$ cat src/rtl/gasp_pkg.sv
// Package for the glyph atlas shelf packer: sizes, codes, FSM state,
// and controller/datapath command and status structs. No dependencies.
`timescale 1ns / 1ps
`default_nettype none
package gasp_pkg;

    localparam int MAX_ENTRIES = 4096;
    localparam int MAX_DIM     = 512;

    localparam int ENTRY_AW = $clog2(MAX_ENTRIES);
    localparam int DIM_AW   = $clog2(MAX_DIM);
    localparam int PIX_AW   = 2 * DIM_AW;
    localparam int PIX_DEPTH = MAX_DIM * MAX_DIM;

    localparam int FIELD_W  = 10;
    localparam int CP_W     = 21;
    localparam int PIXV_W   = 8;
    localparam int POS_W    = 9;
    localparam int IDX_W    = 12;
    localparam int ENTRY_W  = CP_W + 2 * POS_W + 2 * FIELD_W;

    localparam logic [FIELD_W-1:0] DIM_LIMIT = FIELD_W'(MAX_DIM);

    localparam logic REG_ATLAS_W = 1'b0;
    localparam logic REG_ATLAS_H = 1'b1;

    typedef enum logic [1:0] {
        ST_OK        = 2'd0,
        ST_INVALID   = 2'd1,
        ST_EXHAUSTED = 2'd2
    } t_status;

    typedef enum logic {
        OP_PLACE = 1'b0,
        OP_PIXEL = 1'b1
    } t_op;

    typedef enum logic [1:0] {
        S_CLEAR,
        S_IDLE,
        S_PLACE,
        S_RESP
    } t_state;

    typedef struct packed {
        logic clear_step;
        logic latch_place;
        logic pixel_step;
        logic place_exec;
    } t_cmd;

    typedef struct packed {
        logic clear_last;
    } t_sts;

    function automatic logic [FIELD_W-1:0] clamp_dim(input logic [FIELD_W-1:0] v);
        return (v > DIM_LIMIT) ? DIM_LIMIT : v;
    endfunction

endpackage
`default_nettype wire

$ cat src/rtl/glyph_atlas_shelf_packer.sv
// Glyph atlas shelf packer top level: APB register file, controller, datapath.
// Place item: after acceptance, placement and the result register update in S_PLACE;
//   the result is valid in S_RESP, and no item is accepted until it is taken.
// Pixel item: one per cycle while idle, written to the pixel store in the next cycle if in an active fill and in range.
// Reset: synchronous; a clearing pass zeroes the 262144-byte pixel store,
//   one byte per cycle, with input ready low. APB writes always taken.
`timescale 1ns / 1ps
`default_nettype none
module glyph_atlas_shelf_packer (
    input  wire logic                           i_clk,
    input  wire logic                           i_rst_n,
    input  wire logic                           psel,
    input  wire logic                           penable,
    input  wire logic                           pwrite,
    input  wire logic [2:0]                     paddr,
    input  wire logic [31:0]                    pwdata,
    output logic [31:0]                         prdata,
    output logic                                pready,
    input  wire logic                           i_in_valid,
    output logic                                o_in_ready,
    input  wire logic                           i_operation,
    input  wire logic [gasp_pkg::CP_W-1:0]      i_codepoint,
    input  wire logic [gasp_pkg::FIELD_W-1:0]   i_glyph_width,
    input  wire logic [gasp_pkg::FIELD_W-1:0]   i_glyph_height,
    input  wire logic [gasp_pkg::PIXV_W-1:0]    i_pixel_value,
    output logic                                o_out_valid,
    input  wire logic                           i_out_ready,
    output logic [1:0]                          o_status,
    output logic [gasp_pkg::POS_W-1:0]          o_place_x,
    output logic [gasp_pkg::POS_W-1:0]          o_place_y,
    output logic [gasp_pkg::IDX_W-1:0]          o_glyph_index
);

    logic [gasp_pkg::FIELD_W-1:0] r_atlas_w, r_atlas_h;
    logic                         cfg_wr;
    gasp_pkg::t_cmd               cmd;
    gasp_pkg::t_sts               sts;

    assign pready = 1'b1;
    assign cfg_wr = psel && penable && pwrite && pready;

    always_ff @(posedge i_clk) begin
        if (!i_rst_n) begin
            r_atlas_w <= gasp_pkg::DIM_LIMIT;
            r_atlas_h <= gasp_pkg::DIM_LIMIT;
        end else if (cfg_wr) begin
            if (paddr[2] == gasp_pkg::REG_ATLAS_W) begin
                r_atlas_w <= pwdata[gasp_pkg::FIELD_W-1:0];
            end else begin
                r_atlas_h <= pwdata[gasp_pkg::FIELD_W-1:0];
            end
        end
    end

    always_comb begin
        prdata = '0;
        if (paddr[2] == gasp_pkg::REG_ATLAS_W) begin
            prdata[gasp_pkg::FIELD_W-1:0] = r_atlas_w;
        end else begin
            prdata[gasp_pkg::FIELD_W-1:0] = r_atlas_h;
        end
    end

    gasp_ctrl u_ctrl (
        .i_clk       (i_clk),
        .i_rst_n     (i_rst_n),
        .i_in_valid  (i_in_valid),
        .i_operation (i_operation),
        .i_out_ready (i_out_ready),
        .i_sts       (sts),
        .o_in_ready  (o_in_ready),
        .o_out_valid (o_out_valid),
        .o_cmd       (cmd)
    );

    gasp_dp u_dp (
        .i_clk          (i_clk),
        .i_rst_n        (i_rst_n),
        .i_cmd          (cmd),
        .o_sts          (sts),
        .i_atlas_width  (r_atlas_w),
        .i_atlas_height (r_atlas_h),
        .i_codepoint    (i_codepoint),
        .i_glyph_width  (i_glyph_width),
        .i_glyph_height (i_glyph_height),
        .i_pixel_value  (i_pixel_value),
        .o_status       (o_status),
        .o_place_x      (o_place_x),
        .o_place_y      (o_place_y),
        .o_glyph_index  (o_glyph_index)
    );

    a_ready_excl: assert property (@(posedge i_clk) disable iff (!i_rst_n)
        !(o_in_ready && o_out_valid))
        else $error("input ready while a result is pending");

    a_place_resp: assert property (@(posedge i_clk) disable iff (!i_rst_n)
        (i_in_valid && o_in_ready && i_operation == gasp_pkg::OP_PLACE)
        |=> !o_in_ready ##1 o_out_valid)
        else $error("place transaction did not yield a result");

    a_fail_zero: assert property (@(posedge i_clk) disable iff (!i_rst_n)
        (o_out_valid && o_status != gasp_pkg::ST_OK)
        |-> (o_place_x == '0 && o_place_y == '0 && o_glyph_index == '0))
        else $error("failed placement reports nonzero position");

endmodule
`default_nettype wire

$ cat src/rtl/gasp_ctrl.sv
// Controller FSM of the shelf packer: clearing pass, accept, place, respond.
// Depends on gasp_pkg.
`timescale 1ns / 1ps
`default_nettype none
module gasp_ctrl (
    input  wire logic           i_clk,
    input  wire logic           i_rst_n,
    input  wire logic           i_in_valid,
    input  wire logic           i_operation,
    input  wire logic           i_out_ready,
    input  wire gasp_pkg::t_sts i_sts,
    output logic                o_in_ready,
    output logic                o_out_valid,
    output gasp_pkg::t_cmd      o_cmd
);

    gasp_pkg::t_state r_state, n_state;

    always_ff @(posedge i_clk) begin
        if (!i_rst_n) begin
            r_state <= gasp_pkg::S_CLEAR;
        end else begin
            r_state <= n_state;
        end
    end

    always_comb begin
        n_state     = r_state;
        o_in_ready  = 1'b0;
        o_out_valid = 1'b0;
        o_cmd       = '0;
        case (r_state)
            gasp_pkg::S_CLEAR: begin
                o_cmd.clear_step = 1'b1;
                if (i_sts.clear_last) begin
                    n_state = gasp_pkg::S_IDLE;
                end
            end
            gasp_pkg::S_IDLE: begin
                o_in_ready = 1'b1;
                if (i_in_valid) begin
                    if (i_operation == gasp_pkg::OP_PIXEL) begin
                        o_cmd.pixel_step = 1'b1;
                    end else begin
                        o_cmd.latch_place = 1'b1;
                        n_state = gasp_pkg::S_PLACE;
                    end
                end
            end
            gasp_pkg::S_PLACE: begin
                o_cmd.place_exec = 1'b1;
                n_state = gasp_pkg::S_RESP;
            end
            gasp_pkg::S_RESP: begin
                o_out_valid = 1'b1;
                if (i_out_ready) begin
                    n_state = gasp_pkg::S_IDLE;
                end
            end
            default: begin
                n_state = gasp_pkg::S_CLEAR;
            end
        endcase
    end

endmodule
`default_nettype wire

$ cat src/rtl/gasp_dp.sv
// Datapath of the shelf packer: shelf state, entry table, pixel store and fill
// walker, result register. Depends on gasp_pkg.
`timescale 1ns / 1ps
`default_nettype none
module gasp_dp (
    input  wire logic                           i_clk,
    input  wire logic                           i_rst_n,
    input  wire gasp_pkg::t_cmd                 i_cmd,
    output gasp_pkg::t_sts                      o_sts,
    input  wire logic [gasp_pkg::FIELD_W-1:0]   i_atlas_width,
    input  wire logic [gasp_pkg::FIELD_W-1:0]   i_atlas_height,
    input  wire logic [gasp_pkg::CP_W-1:0]      i_codepoint,
    input  wire logic [gasp_pkg::FIELD_W-1:0]   i_glyph_width,
    input  wire logic [gasp_pkg::FIELD_W-1:0]   i_glyph_height,
    input  wire logic [gasp_pkg::PIXV_W-1:0]    i_pixel_value,
    output logic [1:0]                          o_status,
    output logic [gasp_pkg::POS_W-1:0]          o_place_x,
    output logic [gasp_pkg::POS_W-1:0]          o_place_y,
    output logic [gasp_pkg::IDX_W-1:0]          o_glyph_index
);

    localparam int FW = gasp_pkg::FIELD_W;
    localparam int PW = gasp_pkg::POS_W;
    localparam int AW = gasp_pkg::PIX_AW;
    localparam int EW = gasp_pkg::ENTRY_AW;

    logic [gasp_pkg::PIXV_W-1:0]  pix_mem [gasp_pkg::PIX_DEPTH];
    logic [gasp_pkg::ENTRY_W-1:0] entry_mem [gasp_pkg::MAX_ENTRIES];

    // shelf state
    logic [FW-1:0] r_cursor, r_shelf_top, r_shelf_h;
    logic [EW:0]   r_used;

    // latched place item
    logic [gasp_pkg::CP_W-1:0] r_cp;
    logic [FW-1:0]             r_gw, r_gh;

    // fill walker
    logic          r_factive;
    logic [PW-1:0] r_org_x, r_org_y;
    logic [FW-1:0] r_fw, r_fh, r_fcol, r_frow;

    // clearing pass and pending pixel write
    logic [AW-1:0]                r_clr_addr;
    logic                         r_pix_we;
    logic [AW-1:0]                r_pix_addr;
    logic [gasp_pkg::PIXV_W-1:0]  r_pix_data;

    // result
    logic [1:0]              r_status;
    logic [PW-1:0]           r_rx, r_ry;
    logic [gasp_pkg::IDX_W-1:0] r_ridx;

    // placement decision
    logic [FW-1:0] wc, hc, top_eff, cur_eff, sh_eff;
    logic          bad_size, full, wrap, fail_h;
    logic [FW:0]   wrap_sum, h_sum;

    // pixel address
    logic [FW:0]     fx, fy, col_inc, row_inc;
    logic            in_range;
    logic [2*FW-1:0] prod;
    logic [AW-1:0]   pix_addr;

    assign wc = gasp_pkg::clamp_dim(i_atlas_width);
    assign hc = gasp_pkg::clamp_dim(i_atlas_height);

    always_comb begin
        bad_size = (r_gw == '0) || (r_gh == '0);
        full     = r_used[EW];
        wrap_sum = {1'b0, r_cursor} + {1'b0, r_gw};
        wrap     = wrap_sum > {1'b0, wc};
        top_eff  = wrap ? (r_shelf_top + r_shelf_h) : r_shelf_top;
        cur_eff  = wrap ? '0 : r_cursor;
        sh_eff   = wrap ? '0 : r_shelf_h;
        h_sum    = {1'b0, top_eff} + {1'b0, r_gh};
        fail_h   = h_sum > {1'b0, hc};
    end

    always_comb begin
        fx       = {2'b00, r_org_x} + {1'b0, r_fcol};
        fy       = {2'b00, r_org_y} + {1'b0, r_frow};
        in_range = (fx < {1'b0, wc}) && (fy < {1'b0, gasp_pkg::DIM_LIMIT});
        prod     = {1'b0, fy[PW-1:0]} * wc;
        pix_addr = prod[AW-1:0] + AW'(fx);
        col_inc  = {1'b0, r_fcol} + 1'b1;
        row_inc  = {1'b0, r_frow} + 1'b1;
    end

    assign o_sts.clear_last = &r_clr_addr;

    always_ff @(posedge i_clk) begin
        if (!i_rst_n) begin
            r_cursor    <= '0;
            r_shelf_top <= '0;
            r_shelf_h   <= '0;
            r_used      <= '0;
            r_factive   <= 1'b0;
            r_fcol      <= '0;
            r_frow      <= '0;
            r_clr_addr  <= '0;
            r_pix_we    <= 1'b0;
        end else begin
            r_pix_we <= 1'b0;
            if (i_cmd.clear_step) begin
                r_clr_addr <= r_clr_addr + 1'b1;
            end
            if (i_cmd.pixel_step && r_factive) begin
                r_pix_we <= in_range;
                if (col_inc >= {1'b0, r_fw}) begin
                    r_fcol <= '0;
                    r_frow <= row_inc[FW-1:0];
                    if (row_inc >= {1'b0, r_fh}) begin
                        r_factive <= 1'b0;
                    end
                end else begin
                    r_fcol <= col_inc[FW-1:0];
                end
            end
            if (i_cmd.place_exec) begin
                r_factive <= 1'b0;
                if (!bad_size && !full) begin
                    if (wrap) begin
                        r_shelf_top <= top_eff;
                        r_cursor    <= '0;
                        r_shelf_h   <= '0;
                    end
                    if (!fail_h) begin
                        r_used    <= r_used + 1'b1;
                        r_cursor  <= cur_eff + r_gw;
                        r_shelf_h <= (r_gh > sh_eff) ? r_gh : sh_eff;
                        r_factive <= 1'b1;
                        r_fcol    <= '0;
                        r_frow    <= '0;
                    end
                end
            end
        end
    end

    always_ff @(posedge i_clk) begin
        if (i_cmd.pixel_step) begin
            r_pix_addr <= pix_addr;
            r_pix_data <= i_pixel_value;
        end
        if (i_cmd.latch_place) begin
            r_cp <= i_codepoint;
            r_gw <= i_glyph_width;
            r_gh <= i_glyph_height;
        end
        if (i_cmd.place_exec) begin
            r_rx     <= '0;
            r_ry     <= '0;
            r_ridx   <= '0;
            r_status <= gasp_pkg::ST_OK;
            if (bad_size) begin
                r_status <= gasp_pkg::ST_INVALID;
            end else if (full || fail_h) begin
                r_status <= gasp_pkg::ST_EXHAUSTED;
            end else begin
                r_rx    <= cur_eff[PW-1:0];
                r_ry    <= top_eff[PW-1:0];
                r_ridx  <= gasp_pkg::IDX_W'(r_used[EW-1:0]);
                r_org_x <= cur_eff[PW-1:0];
                r_org_y <= top_eff[PW-1:0];
                r_fw    <= r_gw;
                r_fh    <= r_gh;
            end
        end
    end

    always_ff @(posedge i_clk) begin
        if (i_cmd.place_exec && !bad_size && !full && !fail_h) begin
            entry_mem[r_used[EW-1:0]] <= {r_cp, cur_eff[PW-1:0], top_eff[PW-1:0], r_gw, r_gh};
        end
    end

    always_ff @(posedge i_clk) begin
        if (i_cmd.clear_step) begin
            pix_mem[r_clr_addr] <= '0;
        end else if (r_pix_we) begin
            pix_mem[r_pix_addr] <= r_pix_data;
        end
    end

    assign o_status      = r_status;
    assign o_place_x     = r_rx;
    assign o_place_y     = r_ry;
    assign o_glyph_index = r_ridx;

endmodule
`default_nettype wire
$ cat config.mk
export PLATFORM = sky130hd
export DESIGN_NAME = glyph_atlas_shelf_packer
export DESIGN_NICKNAME = d
export VERILOG_FILES = /design/src/rtl/gasp_pkg.sv /design/src/rtl/glyph_atlas_shelf_packer.sv /design/src/rtl/gasp_ctrl.sv /design/src/rtl/gasp_dp.sv
export SDC_FILE = /design/constraint.sdc
export NUM_CORES = 1
export LEC_CHECK = 0
export ABC_AREA = 0
export BUFFER_PORTS_ARGS = -buffer_cell sky130_fd_sc_hd__buf_2
export CELL_PAD_IN_SITES_DETAIL_PLACEMENT = 0
export CELL_PAD_IN_SITES_GLOBAL_PLACEMENT = 2
export CORE_UTILIZATION = 37
export CTS_CLUSTER_DIAMETER = 80
export CTS_CLUSTER_SIZE = 14
export DETAILED_ROUTE_END_ITERATION = 10
export PLACE_DENSITY_LB_ADDON = 0.12
export SYNTH_ARGS = -nofsm -noshare
export SYNTH_HDL_FRONTEND = slang
export SYNTH_HIERARCHICAL = 1
export SYNTH_SLANG_ARGS = --single-unit
$ cat constraint.sdc
create_clock -name i_clk -period 11 [get_ports i_clk]
set_input_delay 1.1 -clock i_clk [delete_from_list [all_inputs] [get_ports i_clk]]
set_output_delay 1.1 -clock i_clk [all_outputs]
set_load 0.02 [all_outputs]
==> metrics list, run 1 <==
- Clock Tree Root: clkbuf_16
* Crit path max-delay cell type: nor3_4
- The worst register-to-register path begins at u_dp/r_gw[1].
- The cell area that synthesis handed to floorplanning was 8297 um2.
* Number of hold-repair buffers added at the cts stage: 0
- Final setup vio count: 0
* Height of the die: 151.7 um
* Ports: 159
- Data arrives at the worst endpoint at 8.72 ns.
- Area of the core: 21,890 um2
- Summed over all layers, the routed wires come to 20,800 um.
- At the placement stage, the worst setup path has a slack of 2.581 ns.
* DR DRC count: 0
* DR pass1 iterations: 4
* Placed cell count: 1,199
- Buffer levels on the longest clock path: 2
- Number of antenna violations at the first check in global routing: 0
* Slack of the worst reg-to-reg path: 2.56 ns
- Maximum number of pins on one net before global-route repair: 60
* Clk pin slew, worst setup/hold paths: 0.06 ns
- Together, buffers and inverters on the worst path number 1.
- The initial utilization of the core area, before any placement, comes to 37.90%.
- On the critical path the largest part of the delay comes from compound AO/OA/AOI/OAI gates.
- Hold_sp: u_dp/r_used[6]
- In the final layout, the share of cells above drive strength 1 is 15.14%.
- After global routing the overflow that remains totals 0.
- Worst max-slew margin expressed relative to the limit: 26.42%
* Synthesis Warnings: 6
- In this run the number of cells on the critical path is 27.
- The repair_antennas step left the layout with diodes totalling 0.
* Worst Max-Slew Pin Slew: 1.100 ns
* Worst-case clock skew: 0.01151 ns
- For the final routed database, the setup TNS stands at 0 ns.
- The worst hold path terminates at u_dp/r_used[6].
- Critical path launch point type: register
- Net count, final: 1,109
- After clock tree synthesis, the setup repair step added 0 buffers.
- Worst Path Required: 11.27 ns
- STA classifies the critical path endpoint as a register.
- The worst hold path belongs to the class reg2reg.
- Crit Path Class: reg2reg
- In the synthesized netlist, the number of instances is 860.
- In this design, the stage delay of the slowest critical-path cell is 0.86 ns.
* Via density: 5.262
- F_max: 118.5 MHz
* Overall fraction of global-route tracks in use: 18.81%
* Max-cap violation count: 0
- Vias: 6,477
- RSZ-0062 raised after global routing: false
* CTS tree: done
- Non-filler instance count after layout: 1,231
- In this run the remaining antenna-violating nets after routing total 0.
- The endpoint identified for the worst register-to-register timing path is u_dp/o_place_x[4].
- In this run, the number of DRC markers left after iteration 0 of detailed routing was 233.
- Half-perimeter wire length of the detailed placement result: 15,020 um
- Worst setup slack after layout: 2.559 ns
* Clock latency on the worst-skew pair: 0.42 ns
* Horizontal die dimension: 151.7 um
- The worst path in the final design needs a cycle of 8.441 ns, including I/O delays and setup.
- The analysis attributes to cell leakage a power of 3.984 nW.
* Average size of a mapped cell: 9.647 um2
- On the final layout, the worst hold slack is 0.4832 ns.
- Dividing the detail-routed wire length by the instance count gives 16.89 um.
- Power spread over the standard cell area amounts to 127.8 nW/um2.
- The via count of the first global-routing pass was 6,325.
- At the end of routability-driven placement, the weighted congestion stood at 0.7875.
* Maximum net fanout on the critical path: 34
* Area of the die: 23,030 um2
* Number of port buffers: 82
- The first global-routing pass estimated 33,070 um of wire.
- Post-CTS resize count: 0
* Cell row count: 54
- Result of the run: finished, final reports clean
- Cell depth of the worst min-delay path: 2
- Final Power: 0.001205 W
- The total count of max-transition violations in the final report was 0.
* Number of cells on the worst reg-to-reg path: 27
* CTS H-tree depth: 4
* Number of failing hold endpoints at the final stage: 0
* Peak VDD IR: 0.07496 mV
* Most common cell on crit path: ha_1
- Total clock sinks: 135
* Share of the clock period used by the worst path after layout: 76.74%
* Synth-to-Final Area Change: 13.62%
- Counting the buffers created by CTS gives 17.
==> metal layers <==
metal  vias to the layer above  track usage (%)  part of all wire [%]
met4                         0            4.604                   1.0
li1                       3213                -                     -
met5                         -                0                     0
met2                       166            30.57                    46
met3                        15            4.671                   5.4
met1                      3083            24.89                    47
==> how the worst max path moves through the flow <==
stage / from / end
global route: u_dp/r_gw[0] / u_dp/o_place_x[6]
detailed placement: u_dp/r_gw[1] / u_dp/o_place_x[4]
CTS: u_dp/r_gw[1] / u_dp/o_place_x[4]
global placement: u_dp/r_gw[1] / u_dp/o_place_x[7]
floorplan: u_dp/r_gw[1] / u_dp/r_shelf_h[1]
finish: u_dp/r_gw[1] / u_dp/o_place_x[4]
==> worst reg2reg max path, stage by stage (launching register included) <==
cell       delay (ns)
edfxtp_1         0.50
ha_1             0.32
a21o_1           0.15
a21oi_1          0.22
o21bai_1         0.10
a21oi_1          0.23
o21ai_1          0.16
or4_1            0.42
nand3_1          0.15
ha_1             0.27
a2111oi_0        0.37
o21ai_1          0.11
o32a_1           0.38
nor2_2           0.38
buf_4            0.45
mux2_2           0.43
ha_1             0.40
and3_1           0.23
a2111oi_0        0.39
o311ai_1         0.24
ha_1             0.37
and3_1           0.16
nand3_1          0.07
o22ai_1          0.20
a31o_1           0.26
nand2_2          0.15
nor3_4           0.86
and3_1           0.31
==> flip-flops by register name, indices dropped and copies added, names as in the netlist <==
register,cells
u_dp/r_shelf_top,10
u_dp/r_cursor,10
r_atlas_w,10
u_dp/r_used,13
u_dp/r_shelf_h,10
u_dp/r_gh,10
u_dp/o_glyph_index,12
u_dp/o_place_y,9
u_ctrl/r_state,2
u_dp/r_clr_addr,18
u_dp/r_gw,10
u_dp/o_place_x,9
r_atlas_h,10
u_dp/o_status,2
==> layout by cell type, fill, tap and decap left out, drive strengths merged, types with 15 or more instances in the layout <==
cell type and n:
xnor2 25, nand2 108, buf 88, edfxtp 52, dfxtp 83, xor2 18
nor2b 15, o21ai 21, conb 23, and3 18, clkbuf 21, a21oi 44
and2 34, mux2i 36, nand3 23, ha 75, nor2 56, inv 29
mux2 18
==> report_power, final <==
part           total [W]  internal (W)  leakage, nW  switching [W]
registers       0.000544      0.000530         1.12      0.0000133
logic           0.000120     0.0000438         2.60      0.0000765
clock network   0.000541      0.000323        0.267       0.000218
==> per-stage QoR <==
step	instance area, um2	util, %
after global routing	9427	43.06
after detailed placement	8865	40.50
final	9427	43.06
after floorplan	8376	-
after CTS	9427	43.06
after global placement	8865	40.50
==> area by class of cell <==
cell class | count | area (um2)
multi-input cells | 668 | 4731
fillers | 2178 | 12460
well taps | 280 | 350.3
inverters | 28 | 105.1
clock inverters | 11 | 101.3
repair buffers | 88 | 455.4
flip-flops and latches | 135 | 3223
clock buffers | 21 | 460.4
No activity file was read; power rests on OpenSTA's default activity.
==> run 2: changes to the inputs <==
--- a/config.mk
+++ b/config.mk
@@ -5,11 +5,11 @@
 export SDC_FILE = /design/constraint.sdc
 export NUM_CORES = 1
 export LEC_CHECK = 0
-export ABC_AREA = 0
+export ABC_AREA = 1
 export BUFFER_PORTS_ARGS = -buffer_cell sky130_fd_sc_hd__buf_2
 export CELL_PAD_IN_SITES_DETAIL_PLACEMENT = 0
 export CELL_PAD_IN_SITES_GLOBAL_PLACEMENT = 2
-export CORE_UTILIZATION = 37
+export CORE_UTILIZATION = 29
 export CTS_CLUSTER_DIAMETER = 80
 export CTS_CLUSTER_SIZE = 14
 export DETAILED_ROUTE_END_ITERATION = 10
==> constraint.sdc (replaced) <==
create_clock -name i_clk -period 7.3 [get_ports i_clk]
set_input_delay 0.73 -clock i_clk [delete_from_list [all_inputs] [get_ports i_clk]]
set_output_delay 0.73 -clock i_clk [all_outputs]
set_load 0.02 [all_outputs]
==> run 2 against run 1 <==
Against the previous run: the run now ends with design-rule violations left; largest power group is now clock; largest cell class unchanged; power is 46% higher; utilization is 9.2 points lower; final area is 6.5% higher; sequential share of layout area shrank 2.1 points; first-iteration DRC count increased by 40%; hold slack worse by 0.020 ns; non-clock buffer count grew 2; clock power increased by 62%.
==> metrics list, run 2 <==
- Clk pin slew, worst setup/hold paths: 0.06 ns (about the same)
- The worst-case clock skew is 0.01502 ns (+0.003512 ns).
- Leakage Power: 4.355 nW (+9.3%)
- The run finished, with violations left.
- Peak VDD IR: 0.1409 mV (+88%)
- Number of buffers inserted during clock tree synthesis: 17 (unchanged)
- Setup repair after global routing left no endpoint under its margin.
- Final TNS setup: 0 ns (unchanged)
- Worst Max-Slew Pin Slew: 0.9278 ns (-0.1724 ns)
- In this run the critical register-to-register path is captured at u_dp/o_place_x[6].
* Global-route wire length before repair: 38,110 um (+15%)
- Number of port buffers: 82 (unchanged)
- In this run the clock root is driven by a clkbuf_16.
- The gate count after technology mapping came to 1,135 (+32%).
- Net count, final: 1,382 (+25%)
- The setup-violating endpoint count in the final report was 0 (unchanged).
* Average size of a mapped cell: 7.679 um2 (-20%)
- Most common cell on crit path: nand2_1
- The placed wire-length estimate after detailed placement came to 17,390 um (+16%).
* Number of flip-flops under the largest register name: 18 (unchanged)
- CTS tree: done
* Cell row count: 63 (+17%)
- The final design utilization was 33.89% (-9.2 points).
- The routability congestion estimate from global placement was 0.7897 (+0.28%).
- Initial Utilization: 29.41% (-8.5 points)
- The checks that failed: design-rule violations.
- Crit path max-delay cell type: edfxtp_1
- Worst Path Buf+Inv: 4 (+3)
- The total die area was 30,750 um2 (+34%).
- The maximum net fanout on the critical path came to 28 (-18%).
- In this run the worst hold path is classified as reg2reg.
- Final ANT Viol Nets: 0 (unchanged)
- Number of failing hold endpoints at the final stage: 0 (unchanged)
- The number of remaining DRC errors was 4 (+4).
- The number of antenna violations at the first check in global routing came to 2 (+2).
- The library cell used most frequently in the layout, excluding fill and tap cells, is nand2_1.
* Cell depth of the worst min-delay path: 2 (unchanged)
- Number of DRC markers in iteration 0: 327 (+40%)
* Critical path launch point type: register
* Biggest cell delay along the critical path: 0.44 ns (-0.42 ns)
- Final period demand of the worst path: 6.531 ns (-1.910 ns)
* Number of global-route vias before repair: 7,339 (+16%)
* Power per cell area: 175.5 nW/um2 (+37%)
- Average wire per standard cell: 14.29 um (-15%)
- Synthesis Warnings: 6 (unchanged)
- CTS H-tree depth: 4 (unchanged)
- The library cells used most frequently in the layout, excluding fill and tap cells, are 244 x nand2_1, 140 x inv_1, 122 x nor2_1.
- The internal reg-to-reg setup slack was 0.77 ns (-1.79 ns).
- Maximum number of pins on one net before global-route repair: 43 (-28%)
* Register with the most flip-flops: u_dp/r_clr_addr
* Category of the worst setup path capture point: register
* Ports: 159 (unchanged)
- The via density per instance was 4.474 (-15%).
* Hold_sp: u_dp/r_used[11]
- The hold buffer count at CTS is 0 (unchanged).
- Horizontal die dimension: 175.4 um (+16%)
* Cell Area, Synth: 8716 um2 (+5.1%)
- The number of buffers inserted to repair setup after CTS came to 0 (unchanged).
- The critical path is of the reg2reg type.
- The worst slew margin relative to its limit came to 37.95% (+12 points).
- The worst register-to-register path begins at u_dp/r_gw[0].
* F_max: 153.1 MHz (+29%)
* DR pass1 iterations: 7 (+3)
* Buffer levels on the longest clock path: 2 (unchanged)
* Synth-to-Final Area Change: 15.23%
- The total count of max-transition violations in the final report is 0 (unchanged).
* Vias: 7,225 (+12%)
* Area of the core: 29,640 um2 (+35%)
- The worst-case reg-to-reg path depth was 42 (+56%).
- The sum of routed wire length over all layers is 23,070 um (+11%).
- Layout cells sized above 1: 13.15% (-2.0 points)
* Clock latency on the worst-skew pair: 0.43 ns (about the same)
- Dominant delay contributor by cell family on the critical path: simple AND/OR/NAND/NOR gates
- The global route total overflow is 0 (unchanged).
- The required arrival time at the worst endpoint came to 7.55 ns (-3.72 ns).
- Height of the die: 175.4 um (+16%)
- The data arrival time of the worst path was 6.78 ns (-1.94 ns).
- The total global routing track utilization is 15.86% (-2.9 points).
- Max-cap violation count: 0 (unchanged)
- Total clock sinks: 135 (unchanged)
- The ratio of final minimum period to clock period came to 89.47% (+13 points).
- Endpoint with the worst hold slack: u_dp/r_used[11]
## run 2: power by group
| group | total [W] | internal [W] | switching, W | leakage [nW] |
|---|---|---|---|---|
| clock | 0.000874 | 0.000498 | 0.000376 | 0.287 |
| combinational | 0.0000989 | 0.0000295 | 0.0000694 | 2.97 |
| sequential | 0.000789 | 0.000783 | 0.00000588 | 1.09 |
| total | 0.00176 | 0.00131 | 0.000451 | 4.36 |
## run 2: what timing repair did
item                                    4_1_cts  5_1_grt
gates resized for setup                       0        2
endpoints found under the hold margin         0        0
endpoints found under the setup margin        0       28
## run 2: per-layer routing
layer | track usage, % | part of all wire (%)
met5 | 0 | 0.035
met4 | 5.109 | 1.1
met3 | 2.749 | 2.9
met2 | 25.88 | 45
met1 | 21.19 | 50
## run 2: area by class of cell
type | instances | area, um2
repair buffers | 90 | 495.5
flip-flops and latches | 135 | 3223
clock inverters | 14 | 138.9
clock buffers | 18 | 450.4
fillers | 3278 | 19600
inverters | 147 | 555.5
well taps | 390 | 488.0
multi-input cells | 820 | 4690
diodes | 1 | 2.502
## run 2: through the flow
step | hold WS [ns] | worst slack [ns] | area, um2 | power (W) | instances
final | 0.4633 | 0.7687 | 10040 | 0.001762 | 1615
after global routing | 0.4463 | 0.004984 | 10040 | 0.001839 | 1614
after CTS | 0.4412 | 0.6156 | 10040 | 0.001798 | 1614
after detailed placement | 0.4532 | 0.6557 | 9448 | 0.0009065 | 1582
after global placement | 0.4517 | 0.6546 | 9448 | 0.0009066 | 1582
after floorplan | 0.4390 | 1.629 | 8795 | 0.0008822 | 1156
## run 2: worst min-delay path, cell delays in order (launching register included)
cell,delay [ns]
dfxtp_1,0.31
nand2_1,0.06
a21oi_1,0.05
## run 2: worst max-delay path by stage
stage,start,to,cells past startpoint
4_1_cts,u_dp/r_gw[4],u_dp/o_place_x[6],38
5_1_grt,u_dp/r_gw[0],u_dp/o_place_x[6],45
2_1_floorplan,u_dp/r_gw[0],u_dp/o_place_x[5],46
3_5_place_dp,u_dp/r_gw[2],u_dp/o_place_x[6],39
3_3_place_gp,u_dp/r_gw[0],u_dp/o_glyph_index[11],45
6_report,u_dp/r_gw[0],u_dp/o_place_x[6],42
==> run 3: changes to the inputs <==
--- a/config.mk
+++ b/config.mk
@@ -5,11 +5,10 @@
 export SDC_FILE = /design/constraint.sdc
 export NUM_CORES = 1
 export LEC_CHECK = 0
-export ABC_AREA = 1
 export BUFFER_PORTS_ARGS = -buffer_cell sky130_fd_sc_hd__buf_2
 export CELL_PAD_IN_SITES_DETAIL_PLACEMENT = 0
 export CELL_PAD_IN_SITES_GLOBAL_PLACEMENT = 2
-export CORE_UTILIZATION = 29
+export CORE_UTILIZATION = 31
 export CTS_CLUSTER_DIAMETER = 80
 export CTS_CLUSTER_SIZE = 14
 export DETAILED_ROUTE_END_ITERATION = 10
==> run 3 against run 2 <==
Against the previous run: the flow still finishes with violations (design-rule violations); clock power is 8.0% higher; die area is 11% lower; count of clock-buffer cells in the layout is 1 higher; cell count is 16% lower; via count is 10% lower; hold slack better by 0.013 ns; routed wire length is 5.2% lower; sequential cell count stayed put; global-route usage is 0.62 points higher; utilization is 5.3 points higher; final area is 1.9% higher; fmax is 5.1% lower; largest power group unchanged.
==> metrics list, run 3 (synthesis gave the netlist of run 1 again) <==
- The flow ran to the end, but the final reports show violations.
* Violated checks: design-rule violations
* Worst setup slack before clock tree synthesis: -0.04502 ns (-0.7007 ns)
* Initial Utilization: 31.75% (+2.3 points)
- Critical path launch point type: register
* Worst-case clock skew: 0.01466 ns (-0.0003644 ns)
- Global-route wire length before repair: 34,220 um (-10%)
* Hold/Removal Path Class: in2reg
* Final setup vio count: 0 (unchanged)
- The number of I/O port buffers is 82 (unchanged).
* Clock Tree Root: clkbuf_16
- Max-cap violation count: 0 (unchanged)
- Summed area of non-filler cells in the final layout: 10,240 um2 (+1.9%)
- Instance area at placement: 9417 um2 (-0.33%)
- The sum of routed wire length over all layers came to 21,880 um (-5.2%).
* Crit path max-delay cell type: edfxtp_1
* Number of flip-flops under the largest register name: 18 (unchanged)
- The number of remaining DRC errors came to 18 (+14).
* Net count, final: 1,175 (-15%)
- Biggest cell delay along the critical path: 0.41 ns (-0.03 ns)
* Height of the die: 165.6 um (-5.6%)
- The total die area is 27,420 um2 (-11%).
- Category of the worst setup path capture point: register
- Overall fraction of global-route tracks in use: 16.49% (+0.62 points)
- The final antenna diode count came to 0 (-1).
- The final setup slack of the worst path came to 0.4208 ns (-0.3479 ns).
* Maximum number of pins on one net before global-route repair: 60 (+40%)
- Buffer levels on the longest clock path: 2 (unchanged)
* Total clock sinks: 135 (unchanged)
* Commonest cells after routing, fill and taps aside: 107 x nand2_1, 83 x dfxtp_1, 82 x buf_2
* Register with the most flip-flops: u_dp/r_clr_addr
- The total number of vias came to 6,478 (-10%).
- Clock latency on the worst-skew pair: 0.42 ns (about the same)
- The critical path in this run is classified as reg2reg.
- The placed wire-length estimate after detailed placement came to 15,940 um (-8.3%).
- The hold buffer count at CTS is 0 (unchanged).
- Via density: 4.791 (+7.1%)
* Share of the clock period used by the worst path after layout: 94.24% (+4.8 points)
* Final period demand of the worst path: 6.879 ns (+0.3479 ns)
* Number of cells on the worst reg-to-reg path: 32 (-24%)
* Final Wtd Congestion: 0.7477 (-5.3%)
- Horizontal die dimension: 165.6 um (-5.6%)
- The clock-pin slew on the worst setup and hold paths came to 0.07 ns (about the same).
* Number of failing hold endpoints at the final stage: 0 (unchanged)
- The data arrival time of the worst path came to 7.04 ns (+0.26 ns).
* CTS tree: done
- Number of buffers inserted during clock tree synthesis: 17 (unchanged)
- The global route total overflow was 0 (unchanged).
* DR pass1 iterations: 7 (unchanged)
* Number of global-route vias before repair: 6,236 (-15%)
- Worst max-slew margin expressed relative to the limit: 49.39% (+11 points)
* Leakage Power: 4.377 nW (+0.49%)
- F_max: 145.4 MHz (-5.1%)
- Worst Path Required: 7.46 ns (-0.09 ns)
- Average wire per standard cell: 16.18 um (+13%)
- The placeable core region was 26,130 um2 (-12%).
- Synth-to-Final Area Change: 23.39%
* CTS H-tree depth: 4 (unchanged)
- The worst voltage drop across the vdd grid is 0.1387 mV (-1.5%).
- The number of antenna violations at the first check in global routing was 0 (-2).
* Worst Max-Slew Pin Slew: 0.7568 ns (-0.1709 ns)
- The total power divided by cell area was 192.9 nW/um2 (+10%).
- Cell row count: 59 (-6.3%)
- The library cell used most frequently in the layout, excluding fill and tap cells, is nand2_1.
* Number of DRC markers in iteration 0: 362 (+11%)
* Max-slew violation total from the final report: 0 (unchanged)
- The I/O pin count came to 159 (unchanged).
- Layout cells sized above 1: 23.21% (+10 points)
- The number of routed nets with antenna violations came to 0 (unchanged).
- Maximum net fanout on the critical path: 8 (-71%)
- Cell depth of the worst min-delay path: 1 (-1)
==> run 3: metal layers <==
layer / GRT usage (%) / wire length [um] / vias to the layer above / share of wire [%]
met2: 25.32 / 9527 / 114 / 44
met5: 0 / 0 / - / 0
met4: 3.471 / 95 / 0 / 0.43
met1: 23.72 / 11360 / 3017 / 52
met3: 3.197 / 893 / 5 / 4.1
li1: - / - / 3342 / -
==> run 3: final cells by class <==
type / count / area [um2]
timing repair buffer: 154 / 988.4
clock buffer: 19 / 454.2
multi-input combinational: 668 / 4866
fill: 2693 / 15900
clock inverter: 13 / 181.4
sequential: 135 / 3223
tap: 335 / 419.2
inverter: 28 / 105.1
==> run 3: stage by stage <==
step	instances	utilization (%)	power, W	TNS [ns]	hold WS [ns]
after global routing	1352	39.17	0.002063	-0.02521	0.4514
after CTS	1345	38.50	0.002001	0	0.4565
after floorplan	881	-	0.0009717	0	0.4444
final	1352	39.17	0.001975	0	0.4761
after global placement	1313	36.03	0.001042	-0.2041	0.4695
after detailed placement	1313	36.03	0.001043	-0.1042	0.4778
==> run 3: path summary, 6_finish.rpt <==
path	startpoint	end	slack [ns]
worst min-delay path	i_glyph_width[5]	u_dp/r_gw[5]	0.48
worst max register to register	u_dp/r_gw[0]	u_dp/o_place_x[0]	0.42
worst max-delay path	u_dp/r_gw[0]	u_dp/o_place_x[0]	0.42
worst min register to register	u_dp/r_used[9]	u_dp/r_used[9]	0.48
==> run 3: power by group <==
part,internal (W),total (W),switching [W]
clock network,0.000570,0.000944,0.000374
registers,0.000798,0.000818,0.0000197
logic,0.0000905,0.000213,0.000123
total,0.00146,0.00198,0.000516
==> run 3: worst max-delay path: cells and delay by family, from the launching register on <==
family                   cells  cell delay (ns)
multiplexers                 1             0.34
buffers and inverters        4             0.52
XOR/XNOR                     1             0.17
flip-flops                   1             0.41
AND/OR/NAND/NOR             10             1.18
AO/OA/AOI/OAI               10             2.41
adder cells (fa/ha/maj)      6             1.54
==> run 3: what timing repair did <==
action                                  in CTS  in global routing
cloned                                       0                  0
buffers inserted                             0                  7
pin swaps                                    0                 10
resized for setup                            3                 26
endpoints found under the setup margin      34                 64
